### config.mk
export PLATFORM = sky130hd
export DESIGN_NAME = epoch_seconds_to_calendar_top
export DESIGN_NICKNAME = d
export VERILOG_FILES = /design/src/hw/rtl/ecal_pkg.sv /design/src/hw/rtl/epoch_seconds_to_calendar_top.sv /design/src/hw/rtl/ecal_conv.sv
export SDC_FILE = /design/constraint.sdc
export NUM_CORES = 2
export LEC_CHECK = 0
export ABC_AREA = 1
export BUFFER_PORTS_ARGS = -buffer_cell sky130_fd_sc_hd__buf_2
export CAP_MARGIN = 20
export CORE_ASPECT_RATIO = 2
export CORE_UTILIZATION = 50
export CTS_BUF_LIST = sky130_fd_sc_hd__clkbuf_4 sky130_fd_sc_hd__clkbuf_8
export DETAILED_ROUTE_END_ITERATION = 7
export GPL_TIMING_DRIVEN = 0
export PLACE_DENSITY_LB_ADDON = 0.2
export SLEW_MARGIN = 25
export SYNTH_ARGS = -nofsm -noshare
export SYNTH_HDL_FRONTEND = slang
export SYNTH_HIERARCHICAL = 1
export SYNTH_SLANG_ARGS = --single-unit
### constraint.sdc
create_clock -name clk -period 12.01 [get_ports clk]
set_input_delay 0.6005 -clock clk [delete_from_list [all_inputs] [get_ports clk]]
set_output_delay 0.6005 -clock clk [all_outputs]
set_load 0.005 [all_outputs]
### src/hw/rtl/ecal_pkg.sv
// Shared constants, types and the month table for the epoch to calendar converter.
`timescale 1ns / 1ps

package ecal_pkg;

  localparam int unsigned Stages = 7;

  localparam logic [33:0] LimitSecs  = 34'd4102444800;
  localparam logic [33:0] SecsHour   = 34'd3600;
  localparam logic [31:0] SecsDay    = 32'd86400;

  localparam logic [25:0] DayRecip   = 26'd50903317;
  localparam int unsigned DayShift   = 35;
  localparam logic [15:0] DaysTo1970 = 16'd731;
  localparam logic [16:0] CycRecip   = 17'd91868;
  localparam int unsigned CycShift   = 27;
  localparam logic [15:0] CycDays    = 16'd1461;
  localparam logic [17:0] HourRecip  = 18'd149131;
  localparam int unsigned HourShift  = 29;
  localparam logic [16:0] HourSecs   = 17'd3600;
  localparam logic [14:0] MinRecip   = 15'd17477;
  localparam int unsigned MinShift   = 20;
  localparam logic [11:0] MinSecs    = 12'd60;
  localparam logic [11:0] BaseYear   = 12'd1968;

  typedef struct packed {
    logic [11:0] year;
    logic [3:0]  month;
    logic [4:0]  day_of_month;
    logic [4:0]  hour;
    logic [5:0]  minute;
    logic [5:0]  second;
    logic        out_of_range;
  } ecal_result_t;

  // Zero-based day of year on which month m (0 to 11) begins.
  function automatic logic [8:0] month_start(input logic leap, input logic [3:0] m);
    logic [8:0] s;
    case (m)
      4'd0:    s = 9'd0;
      4'd1:    s = 9'd31;
      4'd2:    s = 9'd59;
      4'd3:    s = 9'd90;
      4'd4:    s = 9'd120;
      4'd5:    s = 9'd151;
      4'd6:    s = 9'd181;
      4'd7:    s = 9'd212;
      4'd8:    s = 9'd243;
      4'd9:    s = 9'd273;
      4'd10:   s = 9'd304;
      4'd11:   s = 9'd334;
      default: s = 9'd0;
    endcase
    if (leap && (m >= 4'd2)) begin
      s = s + 9'd1;
    end
    return s;
  endfunction

endpackage

### src/hw/rtl/epoch_seconds_to_calendar_top.sv
// Top level of the epoch seconds to calendar converter: handshake, offset register, pipeline.
//
//   Channel  Direction  Handshake            Payload
//   in       request    in_valid / in_stall  in_epoch_seconds
//   out      result     out_valid/out_stall  out_year .. out_out_of_range
//   cfg      write      cfg_we               cfg_wdata (time-zone offset)
//
// Each request passes seven register stages, the last of which is the output register;
// one request can be accepted every cycle while the output is not stalled.
// The stages advance together whenever the output register is empty or taken.
// A stalled output holds every stage, and in_stall is raised for that cycle.
// Reset empties the pipeline and clears the offset to zero.
`timescale 1ns / 1ps

module epoch_seconds_to_calendar_top (
  input  logic        clk,
  input  logic        rst_n,
  input  logic        in_valid,
  output logic        in_stall,
  input  logic [31:0] in_epoch_seconds,
  output logic        out_valid,
  input  logic        out_stall,
  output logic [11:0] out_year,
  output logic [3:0]  out_month,
  output logic [4:0]  out_day_of_month,
  output logic [4:0]  out_hour,
  output logic [5:0]  out_minute,
  output logic [5:0]  out_second,
  output logic        out_out_of_range,
  input  logic        cfg_we,
  input  logic [4:0]  cfg_wdata
);

  logic [ecal_pkg::Stages-1:0] vld_r, vld_nxt;
  logic [4:0]                  tz_r;
  logic                        en;
  ecal_pkg::ecal_result_t      res;

  assign out_valid = vld_r[ecal_pkg::Stages-1];
  assign en        = !(out_valid && out_stall);
  assign in_stall  = !en;
  assign vld_nxt   = {vld_r[ecal_pkg::Stages-2:0], in_valid};

  always_ff @(posedge clk) begin
    if (!rst_n) begin
      vld_r <= '0;
      tz_r  <= 5'd0;
    end else begin
      if (en) begin
        vld_r <= vld_nxt;
      end
      if (cfg_we) begin
        tz_r <= cfg_wdata;
      end
    end
  end

  ecal_conv u_conv (
    .clk             (clk),
    .en              (en),
    .epoch_seconds   (in_epoch_seconds),
    .tz_offset_hours (tz_r),
    .res             (res)
  );

  assign out_year         = res.year;
  assign out_month        = res.month;
  assign out_day_of_month = res.day_of_month;
  assign out_hour         = res.hour;
  assign out_minute       = res.minute;
  assign out_second       = res.second;
  assign out_out_of_range = res.out_of_range;

endmodule

### src/hw/rtl/ecal_conv.sv
// Datapath pipeline that turns adjusted epoch seconds into calendar fields.
`timescale 1ns / 1ps

module ecal_conv (
  input  logic                  clk,
  input  logic                  en,
  input  logic [31:0]           epoch_seconds,
  input  logic [4:0]            tz_offset_hours,
  output ecal_pkg::ecal_result_t res
);

  // Stage 1: apply the offset and check the range.
  logic [31:0] s1_t_r,   s1_t_nxt;
  logic        s1_oor_r, s1_oor_nxt;
  logic [33:0] t_adj;

  always_comb begin
    t_adj = {2'b00, epoch_seconds}
          + 34'($signed({{29{tz_offset_hours[4]}}, tz_offset_hours}) * $signed(ecal_pkg::SecsHour));
    s1_oor_nxt = t_adj[33] || (t_adj >= ecal_pkg::LimitSecs);
    s1_t_nxt   = t_adj[31:0];
  end

  // Stage 2: whole days.
  logic [31:0] s2_t_r;
  logic        s2_oor_r;
  logic [15:0] s2_days_r, s2_days_nxt;
  logic [50:0] day_prod;

  always_comb begin
    day_prod    = 51'(s1_t_r[31:7]) * 51'(ecal_pkg::DayRecip);
    s2_days_nxt = 16'(day_prod >> ecal_pkg::DayShift);
  end

  // Stage 3: time of day and four-year cycle count.
  logic        s3_oor_r;
  logic [16:0] s3_tod_r, s3_tod_nxt;
  logic [15:0] s3_dp_r,  s3_dp_nxt;
  logic [5:0]  s3_cyc_r, s3_cyc_nxt;
  logic [31:0] tod_full;
  logic [32:0] cyc_prod;

  always_comb begin
    tod_full   = s2_t_r - (32'(s2_days_r) * ecal_pkg::SecsDay);
    s3_tod_nxt = tod_full[16:0];
    s3_dp_nxt  = s2_days_r + ecal_pkg::DaysTo1970;
    cyc_prod   = 33'(s3_dp_nxt) * 33'(ecal_pkg::CycRecip);
    s3_cyc_nxt = 6'(cyc_prod >> ecal_pkg::CycShift);
  end

  // Stage 4: day within the cycle and hour.
  logic        s4_oor_r;
  logic [16:0] s4_tod_r;
  logic [5:0]  s4_cyc_r;
  logic [10:0] s4_r_r,    s4_r_nxt;
  logic [4:0]  s4_hour_r, s4_hour_nxt;
  logic [15:0] r_full;
  logic [35:0] hour_prod;

  always_comb begin
    r_full      = s3_dp_r - (16'(s3_cyc_r) * ecal_pkg::CycDays);
    s4_r_nxt    = r_full[10:0];
    hour_prod   = 36'(s3_tod_r) * 36'(ecal_pkg::HourRecip);
    s4_hour_nxt = 5'(hour_prod >> ecal_pkg::HourShift);
  end

  // Stage 5: year, day of year and seconds within the hour.
  logic        s5_oor_r;
  logic [4:0]  s5_hour_r;
  logic [11:0] s5_year_r, s5_year_nxt;
  logic        s5_leap_r, s5_leap_nxt;
  logic [8:0]  s5_doy_r,  s5_doy_nxt;
  logic [11:0] s5_rem_r,  s5_rem_nxt;
  logic [1:0]  yoff;
  logic [10:0] ybase;
  logic [16:0] rem_full;

  always_comb begin
    if (s4_r_r < 11'd366) begin
      yoff  = 2'd0;
      ybase = 11'd0;
    end else if (s4_r_r < 11'd731) begin
      yoff  = 2'd1;
      ybase = 11'd366;
    end else if (s4_r_r < 11'd1096) begin
      yoff  = 2'd2;
      ybase = 11'd731;
    end else begin
      yoff  = 2'd3;
      ybase = 11'd1096;
    end
    s5_doy_nxt  = 9'(s4_r_r - ybase);
    s5_leap_nxt = (yoff == 2'd0);
    s5_year_nxt = ecal_pkg::BaseYear + {4'd0, s4_cyc_r, 2'b00} + {10'd0, yoff};
    rem_full    = s4_tod_r - (17'(s4_hour_r) * ecal_pkg::HourSecs);
    s5_rem_nxt  = rem_full[11:0];
  end

  // Stage 6: month, day of month and minute.
  logic        s6_oor_r;
  logic [4:0]  s6_hour_r;
  logic [11:0] s6_year_r;
  logic [11:0] s6_rem_r;
  logic [3:0]  s6_mon_r, s6_mon_nxt;
  logic [4:0]  s6_day_r, s6_day_nxt;
  logic [5:0]  s6_min_r, s6_min_nxt;
  logic [8:0]  mstart;
  logic [26:0] min_prod;

  always_comb begin
    s6_mon_nxt = 4'd0;
    for (int m = 1; m < 12; m++) begin
      if (s5_doy_r >= ecal_pkg::month_start(s5_leap_r, 4'(m))) begin
        s6_mon_nxt = 4'(m);
      end
    end
    mstart     = ecal_pkg::month_start(s5_leap_r, s6_mon_nxt);
    s6_day_nxt = 5'(s5_doy_r - mstart);
    min_prod   = 27'(s5_rem_r) * 27'(ecal_pkg::MinRecip);
    s6_min_nxt = 6'(min_prod >> ecal_pkg::MinShift);
  end

  // Stage 7: second and the output register.
  ecal_pkg::ecal_result_t res_r, res_nxt;
  logic [11:0] sec_full;

  always_comb begin
    sec_full = s6_rem_r - (12'(s6_min_r) * ecal_pkg::MinSecs);
    if (s6_oor_r) begin
      res_nxt              = '0;
      res_nxt.out_of_range = 1'b1;
    end else begin
      res_nxt.year         = s6_year_r;
      res_nxt.month        = s6_mon_r + 4'd1;
      res_nxt.day_of_month = s6_day_r + 5'd1;
      res_nxt.hour         = s6_hour_r;
      res_nxt.minute       = s6_min_r;
      res_nxt.second       = sec_full[5:0];
      res_nxt.out_of_range = 1'b0;
    end
  end

  always_ff @(posedge clk) begin
    if (en) begin
      s1_t_r    <= s1_t_nxt;
      s1_oor_r  <= s1_oor_nxt;
      s2_t_r    <= s1_t_r;
      s2_oor_r  <= s1_oor_r;
      s2_days_r <= s2_days_nxt;
      s3_oor_r  <= s2_oor_r;
      s3_tod_r  <= s3_tod_nxt;
      s3_dp_r   <= s3_dp_nxt;
      s3_cyc_r  <= s3_cyc_nxt;
      s4_oor_r  <= s3_oor_r;
      s4_tod_r  <= s3_tod_r;
      s4_cyc_r  <= s3_cyc_r;
      s4_r_r    <= s4_r_nxt;
      s4_hour_r <= s4_hour_nxt;
      s5_oor_r  <= s4_oor_r;
      s5_hour_r <= s4_hour_r;
      s5_year_r <= s5_year_nxt;
      s5_leap_r <= s5_leap_nxt;
      s5_doy_r  <= s5_doy_nxt;
      s5_rem_r  <= s5_rem_nxt;
      s6_oor_r  <= s5_oor_r;
      s6_hour_r <= s5_hour_r;
      s6_year_r <= s5_year_r;
      s6_rem_r  <= s5_rem_r;
      s6_mon_r  <= s6_mon_nxt;
      s6_day_r  <= s6_day_nxt;
      s6_min_r  <= s6_min_nxt;
      res_r     <= res_nxt;
    end
  end

  assign res = res_r;

endmodule

# Word level (Yosys, flattened, before mapping)
# Memory sizes are Yosys's and may differ from the RTL's.
# Cells that the tools add are included.
# op_classes
mux	29
n_div	0
n_lt_le_gt_ge	16
n_reduce_logical	4
n_eq_ne	0
n_bitwise	0
shift	0
addsub	13
mul	9
# op_table
op	count
$mul A25 B26 Y51 const B	1
$mux W4	11
$ge A9 B8 Y1	4
$add A32 B34 Y34	1
$ge A34 B32 Y1 const B	1
$mul A17 B18 Y34 const B	1
$mul A16 B15 Y31 const B	1
$ge A9 B9 Y1	3
$mul A12 B15 Y26 const B	1
$ge A9 B7 Y1	2
$mux W9	2
$sub A17 B17 Y17	1
$add A16 B10 Y16 const B	1
$mul A16 B10 Y10 const B	1
$mul A5 B9 Y14 const B	1
$add A11 B8 Y12 const A	1
$add A12 B2 Y12	1
$sub A12 B12 Y12	1
$lt A11 B10 Y1 const B	1
$lt A11 B11 Y1 const B	1
$lt A11 B9 Y1 const B	1
$mul A6 B11 Y11 const B	1
$sub A11 B11 Y11	1
$add A5 B1 Y5 const B	2
other kinds (17)	29
# totals
in_bits	42
latch_bits	0
memories	1
ff_bits	267
mem_bits_rw	0
elab_cells	108
out_inout_bits	41
rom_bits	144
# memory_table
memory	words	word_bits	read_ports	rd_ports_with_merged_regs	wr	line_no	source
(name not given)	16	9	1	0	0	ecal_pkg.sv:39	case (m)

# Depth between registers and ports, before layout
# logic_depth
word_depth	16
mapped_depth	35
ltp_nobuf	35

# Cells and area by module
# Netlist, hierarchy kept.
# by_module_without_submodules
mod	cells_per_inst	area_each_um2	n_inst	seq_area_each_um2
ecal_conv	3995	36525.0	1	7567.3
epoch_seconds_to_calendar_top	65	465.4	1	240.2

# Least setup slack after synthesis
# No wires, ideal clock.
# synth_timing
path_kind	reg2reg
start	register u_conv.s2_days_r[0]
end	register u_conv.s3_cyc_r[5] (data pin)
path_stages_with_launch	35
required_ps	11758
path_slack_ps	5166
t_arrival_ps	6592
period_less_slack_ps	6844
setup_time_ps	252
path_buffers	0
cell_sequence	edfxtp_1 -> inv_1 -> ha_1 -> inv_1 -> a21oi_1 -> a21oi_1 -> nor2_1 -> nand2_1 -> nand2_1 -> nand2_1 -> nand2_1 -> nor3_1 -> xor2_1 -> inv_1 -> fa_1 -> inv_1 -> fa_1 -> inv_1 -> fa_1 -> fa_1 -> inv_1 -> fa_1 -> inv_1 -> fa_1 -> inv_1 -> ha_1 -> a21oi_1 -> o21ai_0 -> a21boi_0 -> o21ai_0 -> a21oi_1 -> o21a_1 -> nand2_1 -> nand2_1 -> nand2_1
# synth_via
elab_chain_len	2
# synth_rtl
item	line_no	source
start, declared	ecal_conv.sv:27	logic [15:0] s2_days_r, s2_days_nxt;
start signal, assigned	ecal_conv.sv:149	s2_days_r <= s2_days_nxt;
$add A16 B10 Y16	ecal_conv.sv:46	s3_dp_nxt = s2_days_r + ecal_pkg::DaysTo1970;
$mul A16 B15 Y31	ecal_conv.sv:47	cyc_prod = 33'(s3_dp_nxt) * 33'(ecal_pkg::CycRecip);
named net u_conv.cyc_prod[32]	ecal_conv.sv:41	logic [32:0] cyc_prod;
end signal, assigned	ecal_conv.sv:153	s3_cyc_r <= s3_cyc_nxt;
end, declared	ecal_conv.sv:39	logic [5:0] s3_cyc_r, s3_cyc_nxt;
# The timed path passes the listed nets, and every way through them passes these cells.
# A chain may end at the register's enable or synchronous reset.

# Worst setup path after layout
# Same ends and word-level chain as after synthesis.

==> impl_metrics.toml <==
[worst_setup_path]
critPathMostFrequentCell = "inv_1"
worstSetupPathType = "flop to flop"
r2r_slack_ps = 3780
crit_start = "u_conv/s2_days_r[0]"
path_max_fanout = 8
r2r_end = "u_conv/s3_cyc_r[5]"
rr_startpoint = "u_conv/s2_days_r[0]"
cp_num_cells = 34
cp-end-kind = "flop"
start_kind = "flop"
r2r_cells = 34
cp.buffers_inverters = 8
cp_top_family = "adder cells"
cp.arrival_ps = 8630
critPathRequiredTime_ps = 12410
slowest_delay_ps = 580
critical_path.endpoint = "u_conv/s3_cyc_r[5]"
cp_slowest_cell = "edfxtp_1"

[place]
dp.cells = 5068
dp_hpwl_mm = 83.5
port_buffers = 82
gp_congestion = 1.01

[drt]
drc = 0
wire_per_inst_um = 18.8
drt-initial-drc-count = 848
postRouteAntennaNets = 0
drt-pass1-iter-count = 5
routed_wl_mm = 96.7
viasPerCell = 5.28
vias = 27200

[global_route]
grt_overflow = 0
grt_pass1_vias = 29800
grt_start_max_net_pins = 105
grt_pass1_wl_mm = 150
antenna_found_initial = 1
grt_use_total = 0.266

[cells_and_area]
multi_input_area_um2 = 25300
instances_no_fill = 5151
post-route-util = 0.543
seqCellArea_um2 = 7810
nFillCells = 6739
final_nets = 5391
syn_to_final_growth_pct = 7.17
layout-drive-gt1-share = 0.0468

[status]
outcome = "completed"

[sta]
tns_ps = 0
tightest_slew_ps = 1010
relSlewSlack = 0.317
max_clock_freq_mhz = 121
final.min_clock_period_ps = 8230
setup_viol = 0
slew_violations = 0
finalHoldViolCount = 0
skew_ps = 38.5
rsz0062_at_grt = "false"
period_share = 0.685

[flow_run]
max_cap_violations = 0

[die]
io_pins = 83
rows = 140
core-area_um2 = 73000
start_util = 0.506
die_x_um = 194
die-area_um2 = 75100
fp.dieH_um = 387

[clock_network]
clk_latency_ps = 690
cts_tree = "done"
cts-root-buf = "clkbuf_8"
cts_made_buffers = 44
clock_path_buffers = 3
post-cts-setup-buffers = 0
clk_pin_slew_ps = 70
cts_resized = 0
clock-sinks = 264
cts_max_level = 2
ctsHoldBuffers = 0

[yosys]
ys_seq_elements = 264
synth_edf_count = 252
synthArstFlopShare = 0
synth_nets = 5260
syn_area_um2 = 37000
ys_types = 47
post_synth.cell_area_avg_um2 = 9.11
yosys_warnings = 6
yosysSeqAreaShare = 0.211
synthCells = 4060
synth_ff_type = "edfxtp_1"

[hold_path]
min_path_type = "primary input to flop"
## layout make-up
class / count / area share
multi-input combinational: 2755 / 0.637
sequential: 264 / 0.197
inverter: 1032 / 0.0977
tap: 923 / 0.0291
clock buffer: 56 / 0.0179
timing repair buffer: 85 / 0.0119
clock inverter: 26 / 0.00767
buffer: 9 / 0.00155
antenna: 1 / 0.0000631
## per-stage QoR
step / setup slack [ps] / hold WS [ps] / area [µm²]
finish: 3780 / 100 / 39600
CTS: 3740 / 45.4 / 39600
global placement: 3800 / 401 / 38600
detailed placement: 3750 / 405 / 38600
floorplan: 5170 / 400 / 37000
global route: 3340 / 65.3 / 39600
## per-layer routing
metal  GRT usage  wire length (µm)  vias up
met5           0                 0        -
met4       0.259             11100        0
met3      0.0308              2590      427
met2       0.557             56400      635
met1       0.193             26600    13000
li1            -                 -    13200
## worst reg2reg max path, delay by kind of cell, from the launching register on
family,cells,cell delay (ps)
compound gates,8,1430
flops,1,580
fa+ha+maj,8,3780
buf+inv,8,940
simple gates,9,770
xor+xnor,1,470
## synthesized netlist by cell type, types with 16 or more instances
library cell | number | share of area
a21o_1 | 20 | 0.0041
a21oi_1 | 191 | 0.026
a31oi_1 | 18 | 0.0030
edfxtp_1 | 252 | 0.20
fa_1 | 393 | 0.21
ha_1 | 765 | 0.26
inv_1 | 1032 | 0.10
nand2_1 | 596 | 0.060
nand3_1 | 112 | 0.015
nand4_1 | 33 | 0.0056
nor2_1 | 248 | 0.025
nor3_1 | 23 | 0.0031
nor4_1 | 16 | 0.0027
o21ai_0 | 104 | 0.014
xnor2_1 | 48 | 0.011
xor2_1 | 86 | 0.020
## cell usage in the layout, fill, tap and decap left out, drive strengths merged, types with 2 or more instances in the layout
cell type	instances
inv	1035
ha	765
nand2	603
fa	393
nor2	259
edfxtp	252
a21oi	191
nand3	116
o21ai	109
buf	89
xor2	86
clkbuf	61
xnor2	48
nand4	33
nor3	25
a21o	20
a31oi	18
nor4	17
clkinv	15
o21bai	13
dfxtp	12
and2	12
nand3b	7
bufinv	6
o21a	6
o211ai	6
or2	6
a211oi	4
o31ai	4
a21boi	4
o2111ai	3
clkinvlp	2
o22ai	2
## cell families (layout without fill, tap and decap cells)
kind of cell | count (synthesis) | count (layout) | share of synthesized area
AOI/OAI and AO/OA | 382 | 382 | 0.0567
xor gates and xnor gates | 135 | 135 | 0.0324
buffers and inverters | 1041 | 1208 | 0.106
adders and majority gates | 1158 | 1158 | 0.471
other | 0 | 1 | 0
and+or+nand+nor | 1080 | 1080 | 0.122
DFF | 264 | 264 | 0.211
## how the worst min path moves through the flow
stage / slack [ps] / cells past startpoint / end / start
floorplan: 400 / 0 / u_conv/s2_oor_r / u_conv/s1_oor_r
global route: 70 / 1 / u_conv/s1_t_r[0] / in_epoch_seconds[0]
global placement: 400 / 0 / u_conv/s5_rem_r[1] / u_conv/s4_tod_r[1]
detailed placement: 400 / 0 / u_conv/s2_t_r[4] / u_conv/s1_t_r[4]
CTS: 50 / 1 / u_conv/s1_t_r[0] / in_epoch_seconds[0]
finish: 100 / 1 / u_conv/s1_t_r[3] / in_epoch_seconds[3]
## state kept, by name (all words and copies together) (netlist names), 4 cells and up
signal / flops
u_conv/s5_rem_r: 12
u_conv/s5_doy_r: 9
u_conv/s1_t_r: 32
u_conv/s5_hour_r: 5
u_conv/s2_t_r: 17
u_conv/s4_tod_r: 12
u_conv/s5_year_r: 11
u_conv/s4_r_r: 11
tz_r: 5
vld_r: 7
u_conv/s6_hour_r: 5
u_conv/s4_hour_r: 5
u_conv/s6_min_r: 6
u_conv/s3_dp_r: 11
u_conv/s3_tod_r: 17
u_conv/s6_rem_r: 6
u_conv/s6_year_r: 11
u_conv/res: 38
u_conv/s6_day_r: 5
u_conv/s6_mon_r: 4
u_conv/s4_cyc_r: 6
u_conv/s2_days_r: 16
u_conv/s3_cyc_r: 6
Power is not shown: default switching activity piles up to over one toggle a cycle in this logic, so the estimate is an artifact.
